$ cat config.mk
export PLATFORM = sky130hd
export DESIGN_NAME = feistel_challenge_response_auth
export DESIGN_NICKNAME = d
export VERILOG_FILES = /design/src/sv/fcra_pkg.sv /design/src/sv/fcra_ctrl.sv /design/src/sv/fcra_dp.sv /design/src/sv/feistel_challenge_response_auth.sv
export SDC_FILE = /design/constraint.sdc
export NUM_CORES = 1
export LEC_CHECK = 0
export ABC_CLOCK_PERIOD_IN_PS = 8700
export BUFFER_PORTS_ARGS = -buffer_cell sky130_fd_sc_hd__buf_2
export CAP_MARGIN = 20
export CORE_MARGIN = 5
export CORE_UTILIZATION = 40
export DETAILED_ROUTE_END_ITERATION = 10
export HOLD_SLACK_MARGIN = 0.1
export PLACE_DENSITY_LB_ADDON = 0.15
export SYNTH_ARGS = -nofsm -noshare
export SYNTH_HDL_FRONTEND = slang
export SYNTH_SLANG_ARGS = --single-unit
$ cat constraint.sdc
create_clock -name clk_i -period 8.7 [get_ports clk_i]
set_clock_uncertainty 0.1 [all_clocks]
set_input_delay 1.305 -clock clk_i [delete_from_list [all_inputs] [get_ports clk_i]]
set_output_delay 1.305 -clock clk_i [all_outputs]
set_load 0.01 [all_outputs]
$ cat src/sv/fcra_pkg.sv
package fcra_pkg;

  localparam int unsigned ROUND_COUNT_DEF = 8;
  localparam logic [15:0] LANE_BIAS = 16'h1357;
  localparam logic [31:0] SEL_A_MASK = 32'h0040_0040;

  localparam logic [31:0] SUBKEY [4] = '{
    32'h529a_bfde, 32'hb76c_28af, 32'he801_3fa7, 32'hf6c4_f62b
  };

  localparam logic [3:0] PERM_A [16] = '{
    4'd8, 4'd6, 4'd10, 4'd4, 4'd12, 4'd2, 4'd14, 4'd0,
    4'd7, 4'd9, 4'd5, 4'd11, 4'd3, 4'd13, 4'd1, 4'd15
  };
  localparam logic [3:0] PERM_B [16] = '{
    4'd7, 4'd14, 4'd2, 4'd3, 4'd4, 4'd5, 4'd6, 4'd0,
    4'd8, 4'd9, 4'd10, 4'd11, 4'd12, 4'd13, 4'd1, 4'd15
  };
  localparam logic [1:0] BYTES_A [4] = '{2'd0, 2'd3, 2'd1, 2'd2};
  localparam logic [1:0] BYTES_B [4] = '{2'd1, 2'd0, 2'd2, 2'd3};

  typedef struct packed {
    logic load;
    logic key_rnd;
    logic data_rnd;
    logic last;
  } cmd_t;

  function automatic logic [31:0] lane_add(input logic [31:0] x, input logic [31:0] y);
    logic [15:0] hi;
    logic [15:0] lo;
    hi = x[31:16] + y[31:16];
    lo = x[15:0] + y[15:0];
    return {hi, lo};
  endfunction

  function automatic logic [31:0] bit_perm(input logic [31:0] x, input logic use_b);
    logic [31:0] o;
    logic [3:0] s;
    o = '0;
    for (int d = 0; d < 16; d++) begin
      s = use_b ? PERM_B[d] : PERM_A[d];
      o[d] = x[s];
      o[d+16] = x[{1'b1, s}];
    end
    return o;
  endfunction

  function automatic logic [31:0] byte_perm(input logic [31:0] x, input logic use_b);
    logic [31:0] o;
    logic [1:0] s;
    o = '0;
    for (int d = 0; d < 4; d++) begin
      s = use_b ? BYTES_B[d] : BYTES_A[d];
      o[8*d +: 8] = x[8*s +: 8];
    end
    return o;
  endfunction

  function automatic logic [31:0] round_fn(input logic [31:0] r, input logic [31:0] k);
    logic [31:0] b;
    logic [31:0] kr;
    logic [31:0] kr2;
    logic [31:0] mask;
    logic [31:0] x;
    b = ~lane_add(r, k);
    kr = {k[0], k[31:1]};
    kr2 = {kr[0], kr[31:1]};
    mask = ((^(b & kr)) ? SEL_A_MASK : 32'h0) | ((^(b & kr2)) ? ~SEL_A_MASK : 32'h0);
    x = b ^ (mask & ~kr);
    x = byte_perm(bit_perm(x, 1'b0), 1'b0);
    x = x ^ {x[30:0], x[31]} ^ {x[24:0], x[31:25]};
    x = bit_perm(byte_perm(x, 1'b1), 1'b1);
    x = lane_add(x, lane_add(k, {LANE_BIAS, LANE_BIAS}));
    return {x[30:0], x[31]};
  endfunction

endpackage

$ cat src/sv/fcra_ctrl.sv
module fcra_ctrl #(
  parameter int unsigned ROUND_COUNT = fcra_pkg::ROUND_COUNT_DEF,
  localparam int unsigned IDX_W = (ROUND_COUNT > 1) ? $clog2(ROUND_COUNT) : 1
) (
  input  logic               clk_i,
  input  logic               rst_ni,
  input  logic               in_valid_i,
  output logic               in_stall_o,
  output logic               out_valid_o,
  input  logic               out_stall_i,
  output fcra_pkg::cmd_t     cmd_o,
  output logic [IDX_W-1:0]   cnt_o
);

  localparam logic [1:0] ST_IDLE = 2'd0;
  localparam logic [1:0] ST_KEY  = 2'd1;
  localparam logic [1:0] ST_DATA = 2'd2;
  localparam logic [1:0] ST_OUT  = 2'd3;
  localparam logic [IDX_W-1:0] LAST_IDX = IDX_W'(ROUND_COUNT - 1);

  logic [1:0]       state_q, state_d;
  logic [IDX_W-1:0] cnt_q, cnt_d;
  logic             at_last;

  assign at_last = (cnt_q == LAST_IDX);

  always_comb begin
    state_d = state_q;
    cnt_d = cnt_q;
    cmd_o = '0;
    case (state_q)
      ST_IDLE: begin
        if (in_valid_i) begin
          cmd_o.load = 1'b1;
          state_d = ST_KEY;
          cnt_d = '0;
        end
      end
      ST_KEY: begin
        cmd_o.key_rnd = 1'b1;
        cmd_o.last = at_last;
        if (at_last) begin
          cnt_d = '0;
          state_d = ST_DATA;
        end else begin
          cnt_d = cnt_q + 1'b1;
        end
      end
      ST_DATA: begin
        cmd_o.data_rnd = 1'b1;
        cmd_o.last = at_last;
        if (at_last) begin
          cnt_d = '0;
          state_d = ST_OUT;
        end else begin
          cnt_d = cnt_q + 1'b1;
        end
      end
      ST_OUT: begin
        if (!out_stall_i) begin
          state_d = ST_IDLE;
        end
      end
      default: begin
        state_d = ST_IDLE;
        cnt_d = '0;
      end
    endcase
  end

  always_ff @(posedge clk_i or negedge rst_ni) begin
    if (!rst_ni) begin
      state_q <= ST_IDLE;
      cnt_q <= '0;
    end else begin
      state_q <= state_d;
      cnt_q <= cnt_d;
    end
  end

  assign in_stall_o = (state_q != ST_IDLE);
  assign out_valid_o = (state_q == ST_OUT);
  assign cnt_o = cnt_q;

endmodule

$ cat src/sv/fcra_dp.sv
module fcra_dp #(
  parameter int unsigned ROUND_COUNT = fcra_pkg::ROUND_COUNT_DEF,
  localparam int unsigned IDX_W = (ROUND_COUNT > 1) ? $clog2(ROUND_COUNT) : 1
) (
  input  logic               clk_i,
  input  logic               rst_ni,
  input  fcra_pkg::cmd_t     cmd_i,
  input  logic [IDX_W-1:0]   cnt_i,
  input  logic [63:0]        auth_key_i,
  input  logic [63:0]        challenge_i,
  output logic [63:0]        response_o
);

  logic [63:0] blk_q, blk_d;
  logic [63:0] chal_q;
  logic [63:0] resp_q;
  logic [31:0] rk_q [ROUND_COUNT];
  logic [31:0] key;
  logic [31:0] nlo;

  assign key = cmd_i.key_rnd ? fcra_pkg::SUBKEY[2'(cnt_i)] : rk_q[cnt_i];
  assign nlo = blk_q[63:32] ^ fcra_pkg::round_fn(blk_q[31:0], key);

  always_comb begin
    blk_d = blk_q;
    if (cmd_i.load) begin
      blk_d = auth_key_i;
    end else if (cmd_i.key_rnd && cmd_i.last) begin
      blk_d = chal_q;
    end else if (cmd_i.key_rnd || cmd_i.data_rnd) begin
      blk_d = {blk_q[31:0], nlo};
    end
  end

  always_ff @(posedge clk_i or negedge rst_ni) begin
    if (!rst_ni) begin
      blk_q <= '0;
    end else begin
      blk_q <= blk_d;
    end
  end

  always_ff @(posedge clk_i) begin
    if (cmd_i.load) begin
      chal_q <= challenge_i;
    end
    if (cmd_i.key_rnd) begin
      rk_q[cnt_i] <= nlo;
    end
    if (cmd_i.data_rnd && cmd_i.last) begin
      resp_q <= {nlo, blk_q[31:0]};
    end
  end

  assign response_o = resp_q;

endmodule

$ cat src/sv/feistel_challenge_response_auth.sv
// all key schedule rounds, then all challenge rounds, one per cycle through the shared round function
// a new challenge is taken only after the previous response beat
// async active-low reset clears the controller, the work block and auth_key to zero
module feistel_challenge_response_auth #(
  parameter int unsigned ROUND_COUNT = fcra_pkg::ROUND_COUNT_DEF
) (
  input  logic        clk_i,
  input  logic        rst_ni,
  input  logic        auth_key_we_i,
  input  logic [63:0] auth_key_i,
  input  logic        challenge_valid_i,
  output logic        challenge_stall_o,
  input  logic [63:0] challenge_i,
  output logic        response_valid_o,
  input  logic        response_stall_i,
  output logic [63:0] response_o
);

  localparam int unsigned IDX_W = (ROUND_COUNT > 1) ? $clog2(ROUND_COUNT) : 1;

  logic [63:0]      auth_key_q;
  fcra_pkg::cmd_t   cmd;
  logic [IDX_W-1:0] cnt;

  always_ff @(posedge clk_i or negedge rst_ni) begin
    if (!rst_ni) begin
      auth_key_q <= '0;
    end else if (auth_key_we_i) begin
      auth_key_q <= auth_key_i;
    end
  end

  fcra_ctrl #(.ROUND_COUNT(ROUND_COUNT)) u_ctrl (
    .clk_i       (clk_i),
    .rst_ni      (rst_ni),
    .in_valid_i  (challenge_valid_i),
    .in_stall_o  (challenge_stall_o),
    .out_valid_o (response_valid_o),
    .out_stall_i (response_stall_i),
    .cmd_o       (cmd),
    .cnt_o       (cnt)
  );

  fcra_dp #(.ROUND_COUNT(ROUND_COUNT)) u_dp (
    .clk_i       (clk_i),
    .rst_ni      (rst_ni),
    .cmd_i       (cmd),
    .cnt_i       (cnt),
    .auth_key_i  (auth_key_q),
    .challenge_i (challenge_i),
    .response_o  (response_o)
  );

endmodule

Word-level counts from Yosys, hierarchy flattened. Memories as Yosys holds them, arrays and structs flattened. Index checks and enable logic that the tools add are counted.

$add $sub $neg: 7. $lt $le $gt $ge: 1. Equality and inequality tests: 8. Mux-type cells: 24. Bitwise operators: 11. Reductions and logical operators: 12.

Operator list (number): $mux 64 (3); $mux 32 (4); $xor 32x32->32 (4); $and 32x32->32 (3); $add 16x16->16 (4); $bmux 32 s2 (1); $not 32->32 (2); $reduce_xor 32->1 (2); $add 16x13->16 const B (2); $or 32x32->32 (1); $mux 23 (1); $mux 2 (4); $pmux 2 s4 (1); $mux 1 (7); $mux 3 (2); $pmux 3 s2 (1); $eq 2x2->1 const B (2); $ne 2x1->1 const B (2); $ne 2x2->1 const B (2); $reduce_and 4->1 (1); $reduce_bool 2->1 (2); $add 3x1->3 const B (1); $eq 3x3->1 const B (1); $ge 3x3->1 const B (1); 8 further kinds (9).

Bits in registers: 261. Bits in writable memories: 256. Output and inout bits: 66. Word-level logic and storage cells: 70. Memories: 1.

Memories: u_dp.rk_q (words 8, bits a word 32, read ports 1, clocked after memory_dff 0, write ports 1, RTL line fcra_dp.sv:17) `logic [31:0] rk_q [ROUND_COUNT];`.

Longest topological paths before layout.
Word-level depth: 20. Depth in mapped cells: 46. Gate-level depth less buffers: 39.

Modules after synthesis. A second synthesis with hierarchy kept.

Cell total of the unflattened synthesis: 2284. Area total of the unflattened synthesis: 28075.7 um2.

By module, submodules not included: fcra_dp (instances 1, cells an instance 2115, area each 25036.5 um2, seq. area each 13132.6 um2); feistel_challenge_response_auth (instances 1, cells an instance 135, area each 2678.8 um2, seq. area each 1601.5 um2); fcra_ctrl (instances 1, cells an instance 34, area each 360.3 um2, seq. area each 125.1 um2).

Worst setup path after synthesis. Ideal clock, no wire load.

Path type: reg2reg. From: reg u_ctrl.cnt_q[0], in the netlist u_ctrl.cnt_o[0]. To: reg u_dp.blk_q[16]. Arrival time: 9307 ps. Path slack: -784 ps. Cell stages (with the launch flop): 45. Buffers on the path: 8. Clock period less this slack: 9484 ps. Cells stage by stage: dfrtp_1 > buf_6 > buf_6 > buf_6 > buf_6 > buf_6 > buf_4 > inv_1 > ha_1 > nand2b_1 > o31ai_1 > inv_1 > ha_1 > o211a_1 > a221o_1 > a221oi_2 > o221ai_1 > xnor2_2 > [9 not listed] > ha_1 > inv_1 > ha_1 > fa_1 > a21o_1 > a21oi_1 > o21bai_1 > a21o_1 > a21oi_1 > o21bai_1 > a21o_1 > a21oi_1 > o21ai_0 > a31o_2 > xnor2_1 > xnor2_1 > nand3_1 > a21oi_1.

Word-level cells in the longest chain between the ends: 20. Elaborated cells between the ends (all ways): 31. Classes of those cells: 4 x add/sub; 1 x eq/ne; 10 x mux; 11 x bitwise; 4 x reduce/logical; 1 x memory.

Ends and longest elaborated chain: start, declared (RTL line fcra_ctrl.sv:22) `logic [IDX_W-1:0] cnt_q, cnt_d;`; start signal, assigned (RTL line fcra_ctrl.sv:77) `cnt_q <= cnt_d;`; $not 2->3 (not written as such) (RTL line fcra_dp.sv:21) `assign key = cmd_i.key_rnd ? fcra_pkg::SUBKEY[2'(cnt_i)] : rk_q[cnt_i];`; $bmux 32 s2 (RTL line fcra_dp.sv:21); $mux 32 (not written as such) (2 in series) (RTL line fcra_dp.sv:21); $mux 32 * (RTL line fcra_dp.sv:21); $add 16x16->16, on equally long branches (RTL line fcra_pkg.sv:33, fcra_pkg.sv:32); $not 32->32 (RTL line fcra_pkg.sv:66) `b = ~lane_add(r, k);`; $and 32x32->32 (RTL line fcra_pkg.sv:69) `mask = ((^(b & kr)) ? SEL_A_MASK : 32'h0) | ((^(b & kr2)) ? ~SEL_A_MASK : 32'h0);`; $reduce_xor 32->1 (RTL line fcra_pkg.sv:69); [3 not listed]; $xor 32x32->32 (RTL line fcra_pkg.sv:70) `x = b ^ (mask & ~kr);`; $xor 32x32->32 (2 in series) (RTL line fcra_pkg.sv:72) `x = x ^ {x[30:0], x[31]} ^ {x[24:0], x[31:25]};`; $add 16x16->16 * (RTL line fcra_pkg.sv:33) `lo = x[15:0] + y[15:0];`; $xor 32x32->32 * (RTL line fcra_dp.sv:22) `assign nlo = blk_q[63:32] ^ fcra_pkg::round_fn(blk_q[31:0], key);`; via u_dp.nlo[16] (RTL line fcra_dp.sv:19) `logic [31:0] nlo;`; $mux 64 * (RTL line fcra_dp.sv:30) `end else if (cmd_i.key_rnd || cmd_i.data_rnd) begin`; $mux 64 * (RTL line fcra_dp.sv:28) `end else if (cmd_i.key_rnd && cmd_i.last) begin`; $mux 64 * (RTL line fcra_dp.sv:26) `if (cmd_i.load) begin`; end signal, assigned (RTL line fcra_dp.sv:39) `blk_q <= blk_d;`; end, declared (RTL line fcra_dp.sv:14) `logic [63:0] blk_q, blk_d;`.

Mark *: on every way through the listed nets, which the timed path passes. The rest lies on a longest branch. The select of a mux whose other input is x is not followed. A chain may end at the register's enable or synchronous reset.

Final worst setup path.
From: reg u_ctrl.cnt_q[0], in the netlist u_ctrl.cnt_o[0]. To: reg u_dp.resp_q[48], in the netlist u_dp.response_o[48], data pin.

Word-level cells in the longest chain between the ends: 17. Elaborated cells between the ends (all ways): 24. Classes of those cells: 4 x add/sub; 6 x mux; 11 x bitwise; 2 x reduce/logical; 1 x memory.

Ends and longest elaborated chain: $not 2->3 (not written as such) (RTL line fcra_dp.sv:21); $bmux 32 s2 (RTL line fcra_dp.sv:21); $mux 32 (not written as such) (2 in series) (RTL line fcra_dp.sv:21); $mux 32 * (RTL line fcra_dp.sv:21); $add 16x16->16, on equally long branches (RTL line fcra_pkg.sv:33, fcra_pkg.sv:32); $not 32->32 (RTL line fcra_pkg.sv:66); $and 32x32->32 (RTL line fcra_pkg.sv:69); $reduce_xor 32->1 (RTL line fcra_pkg.sv:69); $mux 32 or $mux 23 (tied branches) (RTL line fcra_pkg.sv:69); $or 32x32->32 (RTL line fcra_pkg.sv:69); $and 32x32->32 (RTL line fcra_pkg.sv:70); $xor 32x32->32 (RTL line fcra_pkg.sv:70); $xor 32x32->32 (2 in series) (RTL line fcra_pkg.sv:72); $add 16x16->16 * (RTL line fcra_pkg.sv:33); $xor 32x32->32 * (RTL line fcra_dp.sv:22); via u_dp.nlo[16] (RTL line fcra_dp.sv:19); end signal, assigned (RTL line fcra_dp.sv:51) `resp_q <= {nlo, blk_q[31:0]};`; end, declared (RTL line fcra_dp.sv:16) `logic [63:0] resp_q;`.

Marks and branches as above.

==> key figures <==
Flow run
  – Max Cap Violations: 0

Placement
  – GP Congestion: 0.950
  – HPWL after detailed placement: 58,300 um
  – Setup WS pre-CTS: 0.0372 ns
  – Number of I/O port buffers: 198

Clock tree
  – Num Clock Sinks: 517
  – Clock Root Buffer: clkbuf_16
  – Hold_buf cts: 0
  – Clock latency on the worst-skew pair: 0.63 ns
  – Num CTS Buffers: 55
  – CTS H-tree depth: 2
  – CTS clk-pin slew, worst paths: 0.06 ns
  – Worst-case clock buffer depth: 3
  – CTS tree: yes

Timing
  – Hold_ws: 0.380 ns
  – Post-route setup TNS: 0 ns
  – Crit share post-route: 95.7%
  – Tmin final: 8.32 ns
  – Final setup violation count: 0
  – Max-slew headroom: 32.8%
  – Worst-Margin Slew: 1.01 ns
  – Worst setup margin: 0.377 ns
  – Endpoints failing hold: 0
  – Fin. max-slew vios: 0
  – Fmax: 0.120 GHz

Logic synthesis
  – #FFs+latches synth: 517
  – Mean post-synth cell area: 12.7 um2
  – EDFF count, synth: 384
  – Simple-gate share of the synthesized area: 7.50%
  – Main synth FF type: edfxtp_1
  – Largest area contributor in the netlist: edfxtp_1
  – Area share of fa/ha/maj cells after synthesis: 5.18%
  – Synth area leaders: edfxtp_1, dfrtp_1, xnor2_1, ha_1, mux2_2
  – Mux contribution to synthesized area: 8.34%
  – Sequential fraction of the synthesis area: 57.3%
  – Distinct cells, synth: 73
  – Syn Std Cell Area: 25,900 um2
  – Synth Area in Compound Gates: 8.21%
  – Main combinational cell family by area after synthesis: XOR/XNOR gates
  – Area share of the largest cell type after synthesis: 44.5%
  – Xor and xnor area share after synthesis: 10.5%
  – Post-synth ARST share: 25.7%
  – Gate Count Post-Synth: 2,036
  – Synth Net Count: 2,274
  – Yosys warning count: 0

Critical path
  – Crit start category: register
  – Critical Path Max Stage Delay: 0.47 ns
  – CP max FO: 13
  – Reg2reg setup slack: 0.38 ns
  – Worst flop-to-flop path endpoint: u_dp.response_o[48]
  – R2r worst-path depth: 38
  – Most used cell, CP: buf_4
  – CP max stage cell: dfrtp_4
  – R2R Path Start: u_ctrl.cnt_o[0]
  – Crit path kind: reg -> reg
  – Crit path required time: 8.96 ns
  – Critical Path AT: 8.58 ns
  – Critical Path End Type: register

Route
  – Wirelength per Cell: 24.5 um
  – Post-DRT Antenna Nets: 0
  – Drt pass-1 iters: 5
  – Total number of vias: 17.6k
  – Starting DRC count in detailed routing: 1,294
  – DRC viols: 0
  – Via/cell ratio: 5.32
  – Detailed Route WL: 80,900 um

Global routing
  – Initial antenna violation count: 0
  – Number of global-route vias before repair: 17.9k
  – Largest net degree at the start of global routing: 84
  – Total Routing Usage GR: 22.3%
  – Global-route wire length before repair: 118,000 um
  – GRT Residual Overflow: 0

Final layout
  – Area delta synth->final: 22.0%
  – Share of layout cells above drive strength 1: 28.0%
  – Final nets: 2,639
  – Layout Utilization: 49.1%

Status
  – Outcome: completed

Min path
  – Hold EP: u_dp.blk_q[63]
  – Hold wc startpoint: auth_key_q[63]
  – Hold path depth: 2
  – Hold Crit Class: reg -> reg

Floorplanning
  – Die width: 265 um
  – Die area: 70,000 um2
  – Core ar.: 64,300 um2
  – Num ports: 199
  – Rows: 93
  – Die H: 265 um
  – Initial cell density of the core: 40.3%
-- layer usage --
| metal | wire (um) | global-route usage, % | up-vias |
|---|---|---|---|
| li1 | - | - | 8075 |
| met2 | 37500 | 35.7 | 557 |
| met5 | 0 | 0 | - |
| met3 | 4170 | 3.12 | 104 |
| met1 | 37300 | 32.6 | 8850 |
| met4 | 1910 | 5.33 | 0 |
-- state kept, by name, indices dropped and copies added (netlist names) --
| name | count |
|---|---|
| u_ctrl.state_q | 2 |
| u_dp.response_o | 64 |
| u_ctrl.cnt_o | 3 |
| u_dp.blk_q | 64 |
| u_dp.chal_q | 64 |
| auth_key_q | 64 |
| u_dp.rk_q | 256 |
-- critical path, delay by kind of cell, from the launching register on --
kind            cells  cell delay [ns]
buf+inv             9             1.31
xor+xnor           10             2.48
fa+ha+maj           3             0.85
flops               1             0.47
compound gates     11             1.68
simple gates        3             0.37
mux                 2             0.76
-- metrics by stage --
stage | instances | cell area [um2]
after CTS | 3283 | 31200
final | 3305 | 31600
after floorplan | 2036 | 26100
after detailed placement | 3176 | 29200
after global routing | 3303 | 31600
after global placement | 3176 | 29200
-- area by class of cell --
class / count / area (um2)
clock inverter: 40 / 463
inverter: 85 / 330
tap: 855 / 1070
fill: 5725 / 32700
antenna: 2 / 5.00
sequential: 517 / 14900
multi-input combinational: 1340 / 10700
clock buffer: 64 / 1450
timing repair buffer: 402 / 2730
-- cells in the final DEF, fill, tap and decap left out, types with 12 or more instances in the layout --
master	count
o21ai_0	86
dfrtp_1	130
buf_2	197
ha_1	93
o21bai_1	16
edfxtp_1	384
clkinv_1	13
mux4_2	29
buf_4	187
nor2_1	156
clkinv_2	14
nand3_1	40
mux2i_1	71
mux2_2	70
xnor3_1	14
or3_1	23
a21o_1	31
inv_1	78
nor2b_1	12
clkbuf_16	60
nand2_1	166
xnor2_1	196
xor2_1	58
a21oi_1	49
a31oi_1	20
o22ai_1	24
-- worst max-delay path by stage --
stage	to	cells past startpoint	startpoint
finish	u_dp.response_o[48]	38	u_ctrl.cnt_o[0]
global route	u_dp.response_o[48]	39	u_ctrl.cnt_o[0]
CTS	u_dp.rk_q[7][0]	38	u_ctrl.state_q[1]
detailed placement	u_dp.rk_q[1][16]	39	u_ctrl.cnt_o[1]
global placement	u_dp.rk_q[2][16]	38	u_ctrl.cnt_o[0]
floorplan	u_dp.blk_q[16]	43	u_ctrl.cnt_o[0]
-- cell families after synthesis --
| logic type | after synthesis |
|---|---|
| buf+inv | 179 |
| fa+ha+maj | 105 |
| xor+xnor | 285 |
| compound gates | 325 |
| flops | 517 |
| simple gates | 454 |
| mux | 171 |
-- Yosys cell counts (all sizes together) (5+ instances only) --
master and count:
buf 41, clkbuf 53, nand2b 11, nand3 41, edfxtp 384, xnor2 206
a221oi 8, nand2 169, nor3 15, o21ai 96, nor2 165, mux4 29
o22ai 25, o21a 11, o31a 7, mux2i 72, a311oi 5, a21oi 59
inv 83, xnor3 14, and3 7, o31ai 7, dfrtp 133, o221ai 8
a31oi 20, mux2 70, o21bai 16, xor2 64, ha 101, or3 23
nor2b 12, a21o 31
-- what timing repair did --
item	4_1_cts	5_1_grt
pin swaps	0	20
gates cloned	0	4
buffers inserted	3	16
endpoints found under the hold margin	0	0
gates resized for setup	1	49
endpoints found under the setup margin	20	86
Power is left out: the tool's default activity adds up to more than one toggle a clock period on the data nets, which glitch-free logic cannot reach.
